===== config.mk =====
export PLATFORM = sky130hd
export DESIGN_NAME = peak_trough_detector
export DESIGN_NICKNAME = d
export VERILOG_FILES = /design/src/sv/ptd_pkg.sv /design/src/sv/peak_trough_detector.sv /design/src/sv/ptd_ram.sv /design/src/sv/ptd_freq_unit.sv
export SDC_FILE = /design/constraint.sdc
export NUM_CORES = 1
export LEC_CHECK = 0
export ABC_CLOCK_PERIOD_IN_PS = 6200
export BUFFER_PORTS_ARGS = -buffer_cell sky130_fd_sc_hd__buf_2
export CAP_MARGIN = 20
export CORE_UTILIZATION = 55
export DETAILED_ROUTE_END_ITERATION = 8
export GPL_TIMING_DRIVEN = 0
export PLACE_DENSITY = 0.7
export SLEW_MARGIN = 20
export SYNTH_ARGS = -nofsm -noshare
export SYNTH_HDL_FRONTEND = slang
export SYNTH_SLANG_ARGS = --single-unit

===== constraint.sdc =====
create_clock -name clk -period 6.2 [get_ports clk]
set_input_delay 0.93 -clock clk [delete_from_list [all_inputs] [get_ports clk]]
set_output_delay 0.93 -clock clk [all_outputs]
set_load 0.01 [all_outputs]

===== src/sv/ptd_pkg.sv =====
// shared constants, types and register codes for the peak/trough detector
// no dependencies; imported by peak_trough_detector, ptd_freq_unit and the bench
package ptd_pkg;

    localparam int RING_DEPTH = 8;
    localparam int IDX_W      = (RING_DEPTH > 1) ? $clog2(RING_DEPTH) : 1;
    localparam int FILL_W     = $clog2(RING_DEPTH + 1);
    localparam int CNT_W      = 16;
    localparam int RATE_W     = 16;
    localparam int SUM_W      = CNT_W + FILL_W;
    localparam int NUM_W      = RATE_W + 4 + FILL_W;
    localparam int FREQ_W     = 20;
    localparam int DIV_CNT_W  = $clog2(NUM_W + 1);

    localparam logic [CNT_W-1:0]  RELEASE_COUNT = 16'd500;
    localparam logic [CNT_W-1:0]  COUNT_MAX     = '1;
    localparam logic [FREQ_W-1:0] FREQ_MAX      = '1;

    typedef enum logic [1:0] {
        CFG_MIN_INTERVAL = 2'd0,
        CFG_EVENT_ENABLE = 2'd1,
        CFG_EVENT_LINE   = 2'd2,
        CFG_SAMPLE_RATE  = 2'd3
    } cfg_index_t;

    typedef struct packed {
        logic              start;
        logic [FILL_W-1:0] filled;
        logic [RATE_W-1:0] rate;
    } freq_req_t;

    typedef struct packed {
        logic              done;
        logic [FREQ_W-1:0] freq;
    } freq_rsp_t;

endpackage


===== src/sv/peak_trough_detector.sv =====
// top level of the peak/trough detector: slope tracking, interval ring,
// output register; depends on ptd_pkg, ptd_ram and ptd_freq_unit
//
// usage:
//   input stream: one signed 16-bit sample per transfer on s_tdata, s_tuser
//   high negates the sample so troughs are found instead of peaks.
//   output stream: exactly one result transfer per input transfer, in order,
//   carrying the peak and release pulses, the event channel and the held
//   frequency estimate (1/16 Hz units).
//   config: cfg_we writes cfg_data into register cfg_index (0 min_interval,
//   1 event_enable, 2 event_line, 3 sample_rate); write only while idle.
// flow:
//   a sample without a peak passes from S_IDLE to S_EMIT and is loaded into
//   the result register from S_EMIT once that register is free.
//   a sample with a peak runs the estimator: it reads each stored interval
//   from the ring (registered read), multiplies, runs a restoring divide over
//   the 24 quotient bits at depth 8, saturates and hands the estimate back;
//   a zero numerator or sum skips the divide. the result then goes via S_EMIT.
//   s_tready is low while an item is in work; one item at a time.
// reset: counters, slope state, ring fill and estimate clear to zero and the
//   registers take their defaults. a stalled receiver holds the result in
//   the output register; the next item is taken and worked meanwhile and
//   waits only for the register to drain.
module peak_trough_detector (
    input  logic        clk,
    input  logic        rst_n,
    input  logic        s_tvalid,
    output logic        s_tready,
    input  logic [15:0] s_tdata,    // [15:0] sample
    input  logic        s_tuser,    // [0] trough_mode
    output logic        m_tvalid,
    input  logic        m_tready,
    output logic [31:0] m_tdata,    // [0] peak_pulse, [1] release_pulse,
                                    // [5:2] event_channel, [25:6] frequency_estimate
    input  logic        cfg_we,
    input  logic [1:0]  cfg_index,
    input  logic [15:0] cfg_data
);
    import ptd_pkg::*;

    typedef enum logic [1:0] {
        S_IDLE,
        S_CALC,
        S_EMIT
    } state_t;

    state_t                  state_reg;
    logic [CNT_W-1:0]        min_interval_reg;
    logic                    event_enable_reg;
    logic [3:0]              event_line_reg;
    logic [RATE_W-1:0]       sample_rate_reg;
    logic signed [16:0]      prev_reg;
    logic                    rising_reg;
    logic [CNT_W-1:0]        since_reg;
    logic [IDX_W-1:0]        wr_idx_reg;
    logic [FILL_W-1:0]       filled_reg;
    logic                    pend_peak_reg;
    logic                    pend_release_reg;
    logic                    m_tvalid_reg;
    logic [31:0]             m_tdata_reg;

    logic                    accept;
    logic signed [16:0]      s_raw;
    logic signed [16:0]      s_val;
    logic                    is_rise;
    logic                    is_peak;
    logic                    is_release;
    logic [CNT_W-1:0]        since_inc;
    logic [IDX_W-1:0]        wr_idx_next;
    logic [FILL_W-1:0]       filled_next;
    logic                    out_free;
    logic [IDX_W-1:0]        rd_addr;
    logic [CNT_W-1:0]        rd_data;
    freq_req_t               req;
    freq_rsp_t               rsp;

    assign s_tready = (state_reg == S_IDLE);
    assign accept   = s_tvalid && s_tready;
    assign m_tvalid = m_tvalid_reg;
    assign m_tdata  = m_tdata_reg;
    assign out_free = !m_tvalid_reg || m_tready;

    assign s_raw = $signed({s_tdata[15], s_tdata});
    assign s_val = s_tuser ? -s_raw : s_raw;

    assign since_inc  = (since_reg == COUNT_MAX) ? since_reg : since_reg + 1'b1;
    assign is_rise    = (s_val > prev_reg) && !rising_reg;
    assign is_peak    = !is_rise && (s_val < prev_reg) && rising_reg
                        && (since_reg >= min_interval_reg);
    assign is_release = !is_rise && !is_peak && (since_inc == RELEASE_COUNT)
                        && (since_reg != RELEASE_COUNT);

    assign wr_idx_next = (wr_idx_reg == IDX_W'(RING_DEPTH - 1)) ? '0 : wr_idx_reg + 1'b1;
    assign filled_next = (filled_reg < FILL_W'(RING_DEPTH)) ? filled_reg + 1'b1 : filled_reg;

    assign req.start  = accept && is_peak;
    assign req.filled = filled_next;
    assign req.rate   = sample_rate_reg;

    ptd_ram #(
        .WIDTH (CNT_W),
        .DEPTH (RING_DEPTH)
    ) u_ring (
        .clk   (clk),
        .we    (accept && is_peak),
        .waddr (wr_idx_reg),
        .wdata (since_reg),
        .raddr (rd_addr),
        .rdata (rd_data)
    );

    ptd_freq_unit u_freq (
        .clk     (clk),
        .rst_n   (rst_n),
        .req     (req),
        .rd_addr (rd_addr),
        .rd_data (rd_data),
        .rsp     (rsp)
    );

    always_ff @(posedge clk or negedge rst_n)
    begin
        if (!rst_n)
        begin
            min_interval_reg <= 16'd1500;
            event_enable_reg <= 1'b1;
            event_line_reg   <= 4'd3;
            sample_rate_reg  <= 16'd30000;
        end
        else if (cfg_we)
        begin
            case (cfg_index_t'(cfg_index))
                CFG_MIN_INTERVAL: min_interval_reg <= cfg_data;
                CFG_EVENT_ENABLE: event_enable_reg <= cfg_data[0];
                CFG_EVENT_LINE:   event_line_reg   <= cfg_data[3:0];
                CFG_SAMPLE_RATE:  sample_rate_reg  <= cfg_data;
                default:          ;
            endcase
        end
    end

    always_ff @(posedge clk or negedge rst_n)
    begin
        if (!rst_n)
        begin
            state_reg        <= S_IDLE;
            prev_reg         <= '0;
            rising_reg       <= 1'b0;
            since_reg        <= '0;
            wr_idx_reg       <= '0;
            filled_reg       <= '0;
            pend_peak_reg    <= 1'b0;
            pend_release_reg <= 1'b0;
            m_tvalid_reg     <= 1'b0;
            m_tdata_reg      <= '0;
        end
        else
        begin
            if (state_reg == S_EMIT && out_free)
            begin
                m_tvalid_reg <= 1'b1;
            end
            else if (m_tready)
            begin
                m_tvalid_reg <= 1'b0;
            end
            case (state_reg)
                S_IDLE:
                begin
                    if (accept)
                    begin
                        prev_reg         <= s_val;
                        pend_peak_reg    <= is_peak && event_enable_reg;
                        pend_release_reg <= is_release && event_enable_reg;
                        if (is_rise)
                        begin
                            rising_reg <= 1'b1;
                            since_reg  <= since_inc;
                            state_reg  <= S_EMIT;
                        end
                        else if (is_peak)
                        begin
                            rising_reg <= 1'b0;
                            since_reg  <= '0;
                            wr_idx_reg <= wr_idx_next;
                            filled_reg <= filled_next;
                            state_reg  <= S_CALC;
                        end
                        else
                        begin
                            since_reg <= since_inc;
                            state_reg <= S_EMIT;
                        end
                    end
                end
                S_CALC:
                begin
                    if (rsp.done)
                    begin
                        state_reg <= S_EMIT;
                    end
                end
                S_EMIT:
                begin
                    if (out_free)
                    begin
                        m_tdata_reg  <= {6'b0, rsp.freq, event_line_reg,
                                         pend_release_reg, pend_peak_reg};
                        state_reg    <= S_IDLE;
                    end
                end
                default:
                begin
                    state_reg <= S_IDLE;
                end
            endcase
        end
    end

endmodule


===== src/sv/ptd_ram.sv =====
// generic single-write, single-read ram with registered read data
// no dependencies
module ptd_ram #(
    parameter int WIDTH = 16,
    parameter int DEPTH = 8
) (
    input  logic                                   clk,
    input  logic                                   we,
    input  logic [((DEPTH > 1) ? $clog2(DEPTH) : 1)-1:0] waddr,
    input  logic [WIDTH-1:0]                       wdata,
    input  logic [((DEPTH > 1) ? $clog2(DEPTH) : 1)-1:0] raddr,
    output logic [WIDTH-1:0]                       rdata
);

    logic [WIDTH-1:0] mem [DEPTH];

    always_ff @(posedge clk)
    begin
        if (we)
        begin
            mem[waddr] <= wdata;
        end
        rdata <= mem[raddr];
    end

endmodule


===== src/sv/ptd_freq_unit.sv =====
// frequency estimator: sums the stored intervals, scales the sample rate and
// runs a restoring divide one quotient bit per cycle; depends on ptd_pkg
module ptd_freq_unit (
    input  logic                         clk,
    input  logic                         rst_n,
    input  ptd_pkg::freq_req_t           req,
    output logic [ptd_pkg::IDX_W-1:0]    rd_addr,
    input  logic [ptd_pkg::CNT_W-1:0]    rd_data,
    output ptd_pkg::freq_rsp_t           rsp
);
    import ptd_pkg::*;

    typedef enum logic [2:0] {
        S_IDLE,
        S_SUM,
        S_MUL,
        S_DIV,
        S_DONE
    } state_t;

    state_t                  state_reg;
    logic [FILL_W-1:0]       filled_reg;
    logic [RATE_W-1:0]       rate_reg;
    logic [FILL_W-1:0]       k_reg;
    logic                    rd_pend_reg;
    logic [SUM_W-1:0]        sum_reg;
    logic [NUM_W-1:0]        quo_reg;
    logic [SUM_W-1:0]        rem_reg;
    logic [DIV_CNT_W-1:0]    step_reg;
    logic [FREQ_W-1:0]       freq_reg;
    logic                    done_reg;

    logic [RATE_W+FILL_W-1:0] prod;
    logic [NUM_W-1:0]         num;
    logic [SUM_W:0]           rem_shift;
    logic [SUM_W:0]           diff;
    logic                     fits;

    assign prod      = rate_reg * filled_reg;
    assign num       = {prod, 4'b0000};
    assign rem_shift = {rem_reg, quo_reg[NUM_W-1]};
    assign diff      = rem_shift - {1'b0, sum_reg};
    assign fits      = !diff[SUM_W];
    assign rd_addr   = k_reg[IDX_W-1:0];

    assign rsp.done = done_reg;
    assign rsp.freq = freq_reg;

    always_ff @(posedge clk or negedge rst_n)
    begin
        if (!rst_n)
        begin
            state_reg   <= S_IDLE;
            filled_reg  <= '0;
            rate_reg    <= '0;
            k_reg       <= '0;
            rd_pend_reg <= 1'b0;
            sum_reg     <= '0;
            quo_reg     <= '0;
            rem_reg     <= '0;
            step_reg    <= '0;
            freq_reg    <= '0;
            done_reg    <= 1'b0;
        end
        else
        begin
            case (state_reg)
                S_IDLE:
                begin
                    done_reg <= 1'b0;
                    if (req.start)
                    begin
                        filled_reg  <= req.filled;
                        rate_reg    <= req.rate;
                        k_reg       <= '0;
                        rd_pend_reg <= 1'b0;
                        sum_reg     <= '0;
                        state_reg   <= S_SUM;
                    end
                end
                S_SUM:
                begin
                    done_reg <= 1'b0;
                    // read data follows the address in the next cycle
                    if (rd_pend_reg)
                    begin
                        sum_reg <= sum_reg + SUM_W'(rd_data);
                    end
                    if (k_reg < filled_reg)
                    begin
                        k_reg       <= k_reg + 1'b1;
                        rd_pend_reg <= 1'b1;
                    end
                    else
                    begin
                        rd_pend_reg <= 1'b0;
                        if (!rd_pend_reg)
                        begin
                            state_reg <= S_MUL;
                        end
                    end
                end
                S_MUL:
                begin
                    quo_reg  <= num;
                    rem_reg  <= '0;
                    step_reg <= DIV_CNT_W'(NUM_W);
                    if (num == '0)
                    begin
                        freq_reg  <= '0;
                        done_reg  <= 1'b1;
                        state_reg <= S_IDLE;
                    end
                    else if (sum_reg == '0)
                    begin
                        freq_reg  <= FREQ_MAX;
                        done_reg  <= 1'b1;
                        state_reg <= S_IDLE;
                    end
                    else
                    begin
                        done_reg  <= 1'b0;
                        state_reg <= S_DIV;
                    end
                end
                S_DIV:
                begin
                    done_reg <= 1'b0;
                    rem_reg  <= fits ? diff[SUM_W-1:0] : rem_shift[SUM_W-1:0];
                    quo_reg  <= {quo_reg[NUM_W-2:0], fits};
                    step_reg <= step_reg - 1'b1;
                    if (step_reg == DIV_CNT_W'(1))
                    begin
                        state_reg <= S_DONE;
                    end
                end
                S_DONE:
                begin
                    // saturate the quotient to the estimate width
                    freq_reg  <= (|quo_reg[NUM_W-1:FREQ_W]) ? FREQ_MAX : quo_reg[FREQ_W-1:0];
                    done_reg  <= 1'b1;
                    state_reg <= S_IDLE;
                end
                default:
                begin
                    done_reg  <= 1'b0;
                    state_reg <= S_IDLE;
                end
            endcase
        end
    end

endmodule


After elaboration in Yosys (flattened, before gate mapping)
Memories as Yosys holds them, arrays and structs flattened. A register that Yosys moved wholly into a read port is not among the register bits.
Index checks and enable logic that the tools add are counted.
Widths: inputs -> output; s select.

operators by class
  reduce and logical (&&, ||, !) cells = 44
  magnitude comparators = 5
  equal/unequal tests = 24
  bitwise logic cells = 1
  add/sub/neg operators = 8
  $mul = 1
  muxes and demuxes = 45

operators with widths
  cell                   number
  $mux 20                6
  $pmux 20 s2            3
  $mux 16                3
  $pmux 24 s2            1
  $logic_not 24->1       1
  $sub 21x20->21         1
  $add 20x16->20         1
  $logic_not 20->1       1
  $mul 16x4->20          1
  $mux 3                 6
  $reduce_and 2->1       9
  $gt 17x17->1           1
  $lt 17x17->1           1
  $mux 17                1
  $neg 16->17            1
  $add 16x1->16 const B  1
  $eq 16x16->1 const B   1
  $eq 16x9->1 const B    1
  $ge 16x16->1           1
  $ne 16x9->1 const B    1
  $logic_and 1x1->1      12
  $mux 2                 6
  $mux 4                 3
  $pmux 3 s4             1
  other kinds (28)       64

word-level totals
  output and inout bits = 34
  logic and storage cells = 154
  input port bits = 40
  register bits after elaboration = 227
  memories kept = 1
  memory bits (writable) = 128

memory list
  name        words  width  rd ports  clocked after memory_dff  write ports  line           RTL
  u_ring.mem  8      16     1         1                         1            ptd_ram.sv:15  logic [WIDTH-1:0] mem [DEPTH];

Depth between registers and ports, before layout
Gate-level depths: netlist of the first run.

  word-level depth = 13
  gate-level depth with buffers = 19
  depth with buffers taken out = 17

By module
From an unflattened synthesis of the first run, not the netlist that was laid out.

unflattened totals
  cell total of the unflattened synthesis = 1,819
  area, all modules = 20,099.3 um^2

by module, submodules not included
  module                instances  area an instance (um^2)  cells an instance
  ptd_freq_unit         1          8,816.0                  1,021
  peak_trough_detector  1          5,989.5                  584
  ptd_ram               1          5,293.8                  214

Least setup slack after synthesis of the first run
Ideal clock, no wire load.

  kind = input port to flip-flop
  from = input port s_tdata[8]
  to = memory u_ring.mem[4][0], enable pin
  stages = 16
  setup slack = -0.079 ns
  data arrival time = 5.843 ns
  path buffers = 1
  required time = 5.764 ns
  path through = or4_1 -> nor3_1 -> nand2b_1 -> or2_2 -> o41ai_1 -> xnor2_1 -> ha_1 -> nand4_1 -> nor2_1 -> a221oi_1 -> mux2i_1 -> and2_1 -> and2_1 -> buf_2 -> nand2_2 -> nor4b_1

on the way
  cells in the longest elaborated chain, start to end = 11
  elaborated cells on any way between the ends = 12
  those cells by class = add/sub: 1; order compare: 2; mux: 3; reduce/logical: 6

RTL lines
  what                                line                         RTL
  start: declaration                  peak_trough_detector.sv:29   input logic [15:0] s_tdata,
  $neg 16->17 (*)                     peak_trough_detector.sv:84   assign s_val = s_tuser ? -s_raw : s_raw;
  $mux 17 (*)                         peak_trough_detector.sv:84
  net s_val[15]                       peak_trough_detector.sv:64   logic signed [16:0] s_val;
  $gt 17x17->1                        peak_trough_detector.sv:87   assign is_rise = (s_val > prev_reg) && !rising_reg;
  $logic_and 1x1->1                   peak_trough_detector.sv:87
  $logic_not 1->1                     peak_trough_detector.sv:88   assign is_peak = !is_rise && (s_val < prev_reg) && rising_reg
  $logic_and 1x1->1 (*) (2 in a row)  peak_trough_detector.sv:88
  $logic_and 1x1->1 (*)               peak_trough_detector.sv:89   && (since_reg >= min_interval_reg);
  $logic_and 1x1->1 (*)               peak_trough_detector.sv:105  .we (accept && is_peak),
  $mux 1 (*)                          ptd_ram.sv:19                if (we)
  $mux 1 (not written as such) (*)    ptd_ram.sv:21                mem[waddr] <= wdata;
  end: declaration                    ptd_ram.sv:15

The timed path passes the listed nets; every way through them passes the cells marked *.

Worst setup path after layout of the first run
  from = input port s_tdata[8]
  to = memory u_ring.mem[5][8], enable pin

The elaborated chain is that of the path after synthesis.

==> results of run 1 <==
## synth_stat cells, types with 12 or more instances
master / count / area share
a211oi_1: 14 / 0.0053
a21o_1: 37 / 0.014
a21oi_1: 62 / 0.016
a22o_1: 12 / 0.0053
a32o_1: 20 / 0.010
and2_1: 28 / 0.0088
clkbuf_1: 54 / 0.010
dfrtp_1: 210 / 0.26
dfstp_2: 17 / 0.022
dfxtp_1: 16 / 0.016
edfxtp_1: 128 / 0.19
fa_1: 30 / 0.030
ha_1: 105 / 0.066
inv_1: 115 / 0.022
mux2_2: 85 / 0.048
mux2i_1: 23 / 0.012
mux4_2: 32 / 0.036
nand2_1: 193 / 0.036
nand2b_1: 12 / 0.0038
nand3_1: 33 / 0.0083
nand4_1: 15 / 0.0047
nor2_1: 125 / 0.024
nor3_1: 31 / 0.0078
o21ai_0: 102 / 0.026
o22ai_1: 15 / 0.0047
xnor2_1: 50 / 0.022
xor2_1: 17 / 0.0075
## final cells by class
class | count | share of cell area
timing repair buffer | 83 | 0.02281
clock buffer | 59 | 0.05032
buffer | 83 | 0.01619
sequential | 371 | 0.4418
inverter | 115 | 0.01933
multi-input combinational | 1214 | 0.4157
clock inverter | 14 | 0.008013
tap | 461 | 0.02583
## worst max-delay path, cell delays in order
cell and delay [ps]:
buf_2 110, or4_1 560, nor3_1 260, nand2b_1 110, or2_2 290, o41ai_1 380
xnor2_1 200, ha_1 270, nand4_1 140, nor2_1 90, a221oi_1 360, mux2i_1 310
and2_1 260, and2_1 150, buf_2 210, buf_6 180, nand3_1 210, nor3b_2 700
buf_4 280, buf_4 170
## layer usage
| layer | part of all wire | vias to the layer above | GRT usage |
|---|---|---|---|
| li1 | - | 6648 | - |
| met1 | 0.44 | 6755 | 0.3278 |
| met2 | 0.49 | 341 | 0.4177 |
| met3 | 0.044 | 79 | 0.03179 |
| met4 | 0.023 | 0 | 0.07813 |
| met5 | 0 | - | 0 |
## per-stage QoR
step	instances	cell area (um^2)	hold WS (ps)	worst slack (ps)
finish	2400	22330	305.0	288.4
global placement	2311	20810	461.3	-1979
global route	2400	22330	387.7	124.7
floorplan	1783	19890	446.0	132.1
CTS	2400	22330	341.9	337.1
detailed placement	2327	21030	472.8	-267.3
## power groups by stage
stage / combinational, mW / sequential (mW) / clock (mW)
floorplan: 1.92 / 3.13 / 0
global placement: 2.42 / 3.22 / 0
detailed placement: 2.49 / 3.23 / 0
CTS: 2.51 / 3.19 / 2.42
global route: 2.80 / 3.24 / 2.50
finish: 2.50 / 3.19 / 2.37
## path summary, 6_finish.rpt
check                                           from             endpoint  depth (start not counted)
worst min register to register          state_reg[1]         state_reg[0]                          1
max in group asynchronous                      rst_n  min_interval_reg[2]                          2
worst max register to register  u_freq.filled_reg[1]      u_freq.done_reg                         17
min in group clk                        state_reg[1]         state_reg[0]                          1
worst max-delay path                      s_tdata[8]     u_ring.mem[5][8]                         20
worst min-delay path                           rst_n   u_freq.rem_reg[10]                          1
## logic make-up after synthesis
group / share of synthesized area
buffers and inverters: 0.03994
adder cells (fa/ha/maj): 0.09638
AND/OR/NAND/NOR: 0.1182
XOR/XNOR: 0.03093
AO/OA/AOI/OAI: 0.1216
flip-flops: 0.4967
multiplexers: 0.09606
other: 0.0001888
==> impl_results.md, run 1 <==
- FF+latch area: 0.009866 mm^2
- GRT Util Overall: 0.2460
- Post-route ant nets: 0
- Routability-driven placement congestion ratio: 0.8863
- Post-CTS Hold Buffers: 0
- Crit. End Element: flop
- Total power: 8.068 mW
- Synth Register Bits: approximately 370
- Switching Power: 2.732 mW
- First-pass GRT wire length: between 70 and 80 mm
- Longest Clk Path Bufs: 3
- CTS root buf: clkbuf_16
- Critical path peak fanout: 10
- VDD IR-drop max: 0.2316 mV
- CP arrival: around 6200 ps
- Fin crit period: 5912 ps
- Total Neg Setup Slack: 0 ps
- CTS resizes: 0
- Max-Cap Viols: 0
- Die extent in y: 192.0 um
- Combinational share of power: 0.310
- Clock-pin slew on the worst setup and hold paths: 60 ps
- Initial Util: 0.5584
- Largest register FFs: approximately 130
- Worst hold path type: input port to asynchronous set/reset pin
- Nets@finish: ~2,100
- Largest net degree at the start of global routing: 79
- CP Class: input port to flop
- Worst Skew: between 15 and 20 ps
- WL per Instance: 18.19 um
- Critical Path RT: ~6500 ps
- Flop2flop setup slack: 940 ps
- # H-tree levels: 2
- Post-CTS Setup Inserts: 0
- Post-synth ARST share: 0.6119
- Initial antenna violation count: 0
- Normalized max-slew margin: 0.3304
- Synthesis Warnings: 0
- Port Buffer Count: 67
- Sink Count: 371
- Post-synth EDFFs: around 130
- Multi-input logic area: 0.009281 mm^2
- Power Dens Cells: 361.3 mW/mm^2
- Net Sw Frac: 0.3386
- Cell variety after synth: 88
- CORE AREA: 0.03557 mm^2
- Lkg Pwr: 9.819 nW
- Internal power: 5.336 mW
- Vias per Instance: 5.760
- P&R area growth vs syn: 12.42%
- Slew Limit Fails: 0
- Status: complete, no violations
- Layout cell share with drive strength beyond 1: 0.1640
- I/O Pins: 74
- Num CTS Buffers: 41
- TritonRoute pass-1 iters: 6
- Clock power frac: 0.294
- Final Hold Fails: 0
- F_max: between 150 and 200 MHz
- Global route overflow: 0
- Commonest cells after routing, fill and taps aside: 210 x dfrtp_1, 193 x nand2_1, 128 x edfxtp_1
- Vias in the first global route: 13,786
- Final period util: 0.9535
- CP Launch Type: input port
- Worst slew pin tran: between 1000 and 1500 ps
- Most common cell after layout, fill and taps aside: dfrtp_1
- Die Width: between 150 and 200 um
- Syn Area/Cell: around 11 um^2
- Via count: roughly 14,000
- DRC Markers: 0
- Seq pwr share: 0.396
- Standard-cell rows: 69
- Antenna cells: 0
- Final setup viols: 0
- Top_reg_cell synth: dfrtp_1
- RSZ-0062 raised after global routing: no
- DR iter-0 viols: 982
- Filler cells: 2,843
- Seq/Total Area, Yosys: 0.4967
- Clk_lat worst skew: 580 ps
- Mapped cell area: 0.01986 mm^2
- Final wirelength: about 44 mm
- CTS tree: yes
- HPWL Detailed: 31.76 mm
- Die ar.: 0.03688 mm^2
- Final core utilization: 0.6278
- Mapped Cells: roughly 1,800
Note: power is estimated with default switching activity, not from simulation.
==> inputs of run 2 (changes only) <==
CTS_BUF_LIST = sky130_fd_sc_hd__clkbuf_4 sky130_fd_sc_hd__clkbuf_8   (was not set)
==> run 2 against run 1 <==
- critical path depth stayed put
- clock power is 8.9% lower
- clock skew increased by 1.5 ps
- design area down 0.24%
- routed wire length down 1.3%
- maximum frequency increased by 1.8%
- sequential power barely moved
- largest power group unchanged
- flip-flop and latch count is the same
- sequential share of layout area is 0.10 points higher
- die area unchanged
- power decreased by 2.7%
- utilization down 0.15 points
==> impl_results.md, run 2 (same netlist as run 1, synthesis figures left out) <==
- Status: complete, no violations (unchanged)
- Initial antenna violation count: 0 (unchanged)
- Largest net degree at the start of global routing: 79 (unchanged)
- Commonest cells after routing, fill and taps aside: 210 x dfrtp_1, 193 x nand2_1, 128 x edfxtp_1 (unchanged)
- Final WS setup: 392.3 ps (was 288.4 ps)
- Fin crit period: 5808 ps (was 5912 ps)
- Die ar.: 0.03688 mm^2 (unchanged)
- Filler cells: 2,862 (was 2,843)
- Critical path peak fanout: 10 (unchanged)
- Seq pwr share: 0.407 (was 0.396)
- Final period util: 0.9367 (was 0.9535)
- Clk_lat worst skew: 660 ps (was 580 ps)
- Standard-cell rows: 69 (unchanged)
- Power Dens Cells: 352.3 mW/mm^2 (was 361.3 mW/mm^2)
- First-pass GRT wire length: 70.95 mm (was 71.43 mm)
- Max-Cap Viols: 0 (unchanged)
- Die Width: 192.0 um (unchanged)
- TritonRoute pass-1 iters: 5 (was 6)
- Lkg Pwr: 9.870 nW (was 9.819 nW)
- Post-route ant nets: 0 (unchanged)
- Final Hold Fails: 0 (unchanged)
- Longest Clk Path Bufs: 3 (unchanged)
- Nets@finish: 2,104 (was 2,084)
- Post-Place Worst Slack: -267.3 ps (unchanged)
- Initial Util: 0.5584 (unchanged)
- Die extent in y: 192.0 um (unchanged)
- Most common cell after layout, fill and taps aside: dfrtp_1 (unchanged)
- Post-CTS Setup Inserts: 0 (unchanged)
- Final wirelength: 43.10 mm (was 43.66 mm)
- CP arrival: 6180 ps (was 6200 ps)
- Via count: 13,895 (was 13,823)
- Post-Place Cells: 2,327 (unchanged)
- Net Sw Frac: 0.3419 (was 0.3386)
- Worst slew pin tran: 995.9 ps (was 1004 ps)
- Global route overflow: 0 (unchanged)
- CTS tree: yes (unchanged)
- Clock-pin slew on the worst setup and hold paths: 60 ps (about the same)
- Switching Power: 2.684 mW (was 2.732 mW)
- Final setup viols: 0 (unchanged)
- Vias per Instance: 5.690 (was 5.760)
- Largest register FFs: 128 (unchanged)
- P&R area growth vs syn: 12.15% (was 12.42%)
- CTS root buf: clkbuf_8 (was clkbuf_16)
- WL per Instance: 17.65 um (was 18.19 um)
- Num CTS Buffers: 61 (was 41)
- Slew Limit Fails: 0 (unchanged)
- Layout cell share with drive strength beyond 1: 0.1883 (was 0.1640)
- CORE AREA: 0.03557 mm^2 (unchanged)
- RSZ-0062 raised after global routing: no (unchanged)
- I/O Pins: 74 (unchanged)
- FF+latch area: 0.009866 mm^2 (unchanged)
- F_max: 172.2 MHz (was 169.2 MHz)
- Worst hold path type: input port to asynchronous set/reset pin (unchanged)
- HPWL Detailed: 31.76 mm (unchanged)
- Crit. End Element: flop (unchanged)
- Clock power frac: 0.275 (was 0.294)
- Port Buffer Count: 67 (unchanged)
- Antenna cells: 0 (unchanged)
- Vias in the first global route: 14,030 (was 13,786)
- # H-tree levels: 2 (unchanged)
- DRC Markers: 0 (unchanged)
- Flop2flop setup slack: 970 ps (was 940 ps)
- GRT Util Overall: 0.2430 (was 0.2460)
- Critical Path RT: 6570 ps (was 6490 ps)
- Internal power: 5.165 mW (was 5.336 mW)
- Combinational share of power: 0.318 (was 0.310)
- CTS resizes: 0 (unchanged)
- Sink Count: 371 (unchanged)
- Normalized max-slew margin: 0.3360 (was 0.3304)
- CP Class: input port to flop (unchanged)
- DR iter-0 viols: 884 (was 982)
- Post-CTS Hold Buffers: 0 (unchanged)
- Routability-driven placement congestion ratio: 0.8863 (unchanged)
- Multi-input logic area: 0.009281 mm^2 (unchanged)
- Non-Filler Instances: 2,442 (was 2,400)
- VDD IR-drop max: 0.1957 mV (was 0.2316 mV)
- CP Launch Type: input port (unchanged)
- Worst Skew: 17.63 ps (was 16.14 ps)
-- run 2: cell types whose count changed in the layout (fill, tap and decap cells not counted), sizes merged --
cell	previous run	this run
clkbuf	113	155
bufinv	2	0
clkinv	9	11
-- run 2: worst paths after layout --
check,cells past startpoint,start,end
worst max-delay path,20,s_tdata[8],u_ring.mem[5][7]
worst min-delay path,1,rst_n,u_freq.rem_reg[10]
worst max register to register,17,u_freq.filled_reg[1],u_freq.done_reg
worst min register to register,1,state_reg[1],state_reg[0]
max in group asynchronous,2,rst_n,min_interval_reg[8]
min in group clk,1,state_reg[1],state_reg[0]
-- run 2: power groups by stage --
stage	clock (mW)	combinational [mW]	sequential (mW)
floorplan	0	1.92	3.13
global placement	0	2.42	3.22
detailed placement	0	2.49	3.23
CTS	2.22	2.51	3.19
global route	2.32	2.79	3.24
finish	2.16	2.50	3.20
-- run 2: area by class of cell --
type                            instances  area share
Tap cell                              461     0.02589
Multi-Input combinational cell       1214      0.4166
Clock buffer                          101     0.05229
Inverter                              115     0.01938
Timing Repair Buffer                   83     0.02286
Sequential cell                       371      0.4429
Clock inverter                         14    0.003819
Buffer                                 83     0.01623
-- run 2: metrics by stage --
| stage | total power [mW] | util | setup TNS (ps) | area (um^2) | hold WS, ps |
|---|---|---|---|---|---|
| floorplan | 5.046 | - | 0 | 19890 | 446.0 |
| global placement | 5.640 | 0.5850 | -143330 | 20810 | 461.3 |
| detailed placement | 5.720 | 0.5911 | -2006 | 21030 | 472.8 |
| CTS | 7.918 | 0.6263 | 0 | 22280 | 225.4 |
| global route | 8.351 | 0.6263 | 0 | 22280 | 261.6 |
| finish | 7.849 | 0.6263 | 0 | 22280 | 230.3 |
-- run 2: worst max-delay path: stages --
cell and delay, ps:
buf_2 110, or4_1 560, nor3_1 260, nand2b_1 120, or2_2 290, o41ai_1 360
xnor2_1 200, ha_1 270, nand4_1 140, nor2_1 90, a221oi_1 360, mux2i_1 300
and2_1 260, and2_1 150, buf_2 210, buf_6 180, nand3_1 210, nor3b_2 700
buf_4 280, buf_4 170
-- run 2: routing by layer --
layer  GRT usage  wire length [um]
met5           0                 0
met4     0.09146              1101
met3     0.03435              2008
met2      0.4038             21020
met1      0.3238             18970
==> inputs of run 3 (changes only) <==
CORE_MARGIN = 8   (was not set)
==> run 3 against run 2 <==
- sequential share of layout area shrank 0.13 points
- final cell count is the same
- via count grew 0.60%
- utilization grew 0.18 points
- critical path type unchanged
- critical endpoint is now u_ring.mem[4][13]
==> impl_results.md, run 3 (same netlist as run 1, synthesis figures left out) <==
- Port Buffer Count: 67 (unchanged)
- Critical Path RT: 6560 ps (was 6570 ps)
- Worst Setup SP: s_tdata[8] (unchanged)
- Reg2Reg Launch Point: u_freq.filled_reg[1] (unchanged)
- Fin Hold WS: 248.6 ps (was 230.3 ps)
- Worst Skew: 17.60 ps (was 17.63 ps)
- P&R area growth vs syn: 12.48% (was 12.15%)
- Largest register FFs: 128 (unchanged)
- Cell depth of the worst flop-to-flop path: 17 (unchanged)
- Met3 Track Usage GR: 0.03433 (was 0.03435)
- Die ar.: 0.04245 mm^2 (was 0.03688 mm^2)
- CORE AREA: 0.03557 mm^2 (unchanged)
- Routability-driven placement congestion ratio: 0.8979 (was 0.8863)
- Dpl cell area: 0.02104 mm^2 (was 0.02103 mm^2)
- Final setup viols: 0 (unchanged)
- Die Width: 206.0 um (was 192.0 um)
- Commonest cells after routing, fill and taps aside: 210 x dfrtp_1, 193 x nand2_1, 128 x edfxtp_1 (unchanged)
- Crit-path cells: buf_2 -> or4_1 -> nor3_1 -> nand2b_1 -> or2_2 -> o41ai_1 -> xnor2_1 -> ha_1 -> nand4_1 -> nor2_1 -> a221oi_1 -> mux2i_1 -> and2_1 -> and2_1 -> buf_2 -> nand2_2 -> nor4b_4 -> buf_6 (was buf_2 -> or4_1 -> nor3_1 -> nand2b_1 -> or2_2 -> o41ai_1 -> xnor2_1 -> ha_1 -> nand4_1 -> nor2_1 -> a221oi_1 -> mux2i_1 -> and2_1 -> and2_1 -> buf_2 -> buf_6 -> nand3_1 -> nor3b_2 -> buf_4 -> buf_4)
- CTS resizes: 0 (unchanged)
- Power Dens Cells: 354.5 mW/mm^2 (was 352.3 mW/mm^2)
- Crit-path slowest cell: nor4b_4 (was nor3b_2)
- Die extent in y: 206.0 um (was 192.0 um)
- I/O Pins: 74 (unchanged)
- F_max: 184.8 MHz (was 172.2 MHz)
- Lkg Pwr: 9.872 nW (was 9.870 nW)
- Worst hold path type: input port to asynchronous set/reset pin (unchanged)
- Flop2flop setup slack: 820 ps (was 970 ps)
- Nets@finish: 2,103 (was 2,104)
- # H-tree levels: 2 (unchanged)
- CTS root buf: clkbuf_8 (unchanged)
- Grt met2 use: 0.3546 (was 0.4038)
- RSZ-0062 raised after global routing: no (unchanged)
- Final core utilization: 0.6281 (was 0.6263)
- Post-Place Worst Slack: 98.33 ps (was -267.3 ps)
- Standard-cell rows: 69 (unchanged)
- Initial antenna violation count: 1 (was 0)
- Post-CTS Setup Inserts: 0 (unchanged)
- Clk_lat worst skew: 650 ps (was 660 ps)
- Crit path depth: 18 (was 20)
- Crit. End Element: flop (unchanged)
- Final WS setup: 789.9 ps (was 392.3 ps)
- Crit-path max cell delay: 770 ps (was 700 ps)
- HPWL Detailed: 32.36 mm (was 31.76 mm)
- Status: complete, no violations (unchanged)
- Final wirelength: 43.71 mm (was 43.10 mm)
- GRT Util Overall: 0.2105 (was 0.2430)
- VDD IR-drop max: 0.1851 mV (was 0.1957 mV)
- DRC Markers: 0 (unchanged)
- Sink Count: 371 (unchanged)
- Initial Util: 0.5584 (unchanged)
- Grt met1 use: 0.2746 (was 0.3238)
- Non-Filler Instances: 2,442 (unchanged)
- Most common cell after layout, fill and taps aside: dfrtp_1 (unchanged)
- Fin crit period: 5410 ps (was 5808 ps)
- Vias in the first global route: 14,271 (was 14,030)
- Post-CTS Hold Buffers: 0 (unchanged)
- Max-Cap Viols: 0 (unchanged)
- Vias per Instance: 5.724 (was 5.690)
- Total Neg Setup Slack: 0 ps (unchanged)
- Total power: 7.919 mW (was 7.849 mW)
- WL per Instance: 17.90 um (was 17.65 um)
- Normalized max-slew margin: 0.3506 (was 0.3360)
- Longest Clk Path Bufs: 3 (unchanged)
- Final Hold Fails: 0 (unchanged)
- Most Crowded Layer GR: met2 (unchanged)
- First-pass GRT wire length: 72.84 mm (was 70.95 mm)
- Worst Setup EP: u_ring.mem[4][13] (was u_ring.mem[5][7])
- Critical path peak fanout: 10 (unchanged)
- Num CTS Buffers: 60 (was 61)
- Global route overflow: 0 (unchanged)
- TritonRoute pass-1 iters: 5 (unchanged)
- DR iter-0 viols: 940 (was 884)
- Post-Place Cells: 2,327 (unchanged)
- CTS tree: yes (unchanged)
- Layout cell share with drive strength beyond 1: 0.1814 (was 0.1883)
- Largest net degree at the start of global routing: 83 (was 79)
- Final period util: 0.8726 (was 0.9367)
- Via count: 13,979 (was 13,895)
- CP Launch Type: input port (unchanged)
- CP arrival: 5770 ps (was 6180 ps)
- Worst r2r dst: u_freq.done_reg (unchanged)
- CP top delay family: simple AND/OR/NAND/NOR gates (unchanged)
- CP Class: input port to flop (unchanged)
- Worst slew pin tran: 974.0 ps (was 995.9 ps)
- Clock-pin slew on the worst setup and hold paths: 60 ps (about the same)
- Post-route ant nets: 0 (unchanged)
- Cell area after layout: 0.02234 mm^2 (was 0.02228 mm^2)
- Slew Limit Fails: 0 (unchanged)
- WP buf/inv: 3 (was 5)
run 3: changes by cell type in the layout (fill, tap and decap cells not counted), moves of 2 or more:
cell,delta
diode_2,+2
buf_6,+3
clkbuf_4,-23
clkbuf_8,+7
buf_4,-2
clkinv_1,+12
bufinv_16,+2
clkinv_8,+2
run 3: worst min-delay path by stage:
stage	cells after the start	end
6_report	1	u_freq.rem_reg[10]
5_1_grt	1	u_freq.rem_reg[10]
4_1_cts	1	u_freq.rem_reg[10]
3_5_place_dp	2	prev_reg[0]
3_3_place_gp	1	state_reg[0]
2_1_floorplan	2	pend_peak_reg
run 3: layout make-up:
type	count	area (um^2)
Fill cell	2821	13230
Inverter	115	431.7
Buffer	83	361.6
Multi-Input combinational cell	1214	9281
Antenna cell	2	5.005
Clock inverter	28	207.7
Clock buffer	85	1089
Tap cell	461	576.8
Sequential cell	371	9866
Timing Repair Buffer	83	523.0
run 3: metal layers:
| layer | wire (um) | vias up | part of all wire |
|---|---|---|---|
| li1 | - | 6698 | - |
| met1 | 19260 | 6842 | 0.44 |
| met2 | 21340 | 357 | 0.49 |
| met3 | 2138 | 82 | 0.049 |
| met4 | 974 | 0 | 0.022 |
| met5 | 0 | - | 0 |
run 3: report_power, final:
part | internal (mW) | total [mW] | leakage [nW] | switching [mW]
Clock | 1.23 | 2.22 | 0.679 | 0.995
Combinational | 1.09 | 2.51 | 4.97 | 1.42
Sequential | 2.89 | 3.19 | 4.22 | 0.301
Total | 5.20 | 7.92 | 9.87 | 2.72
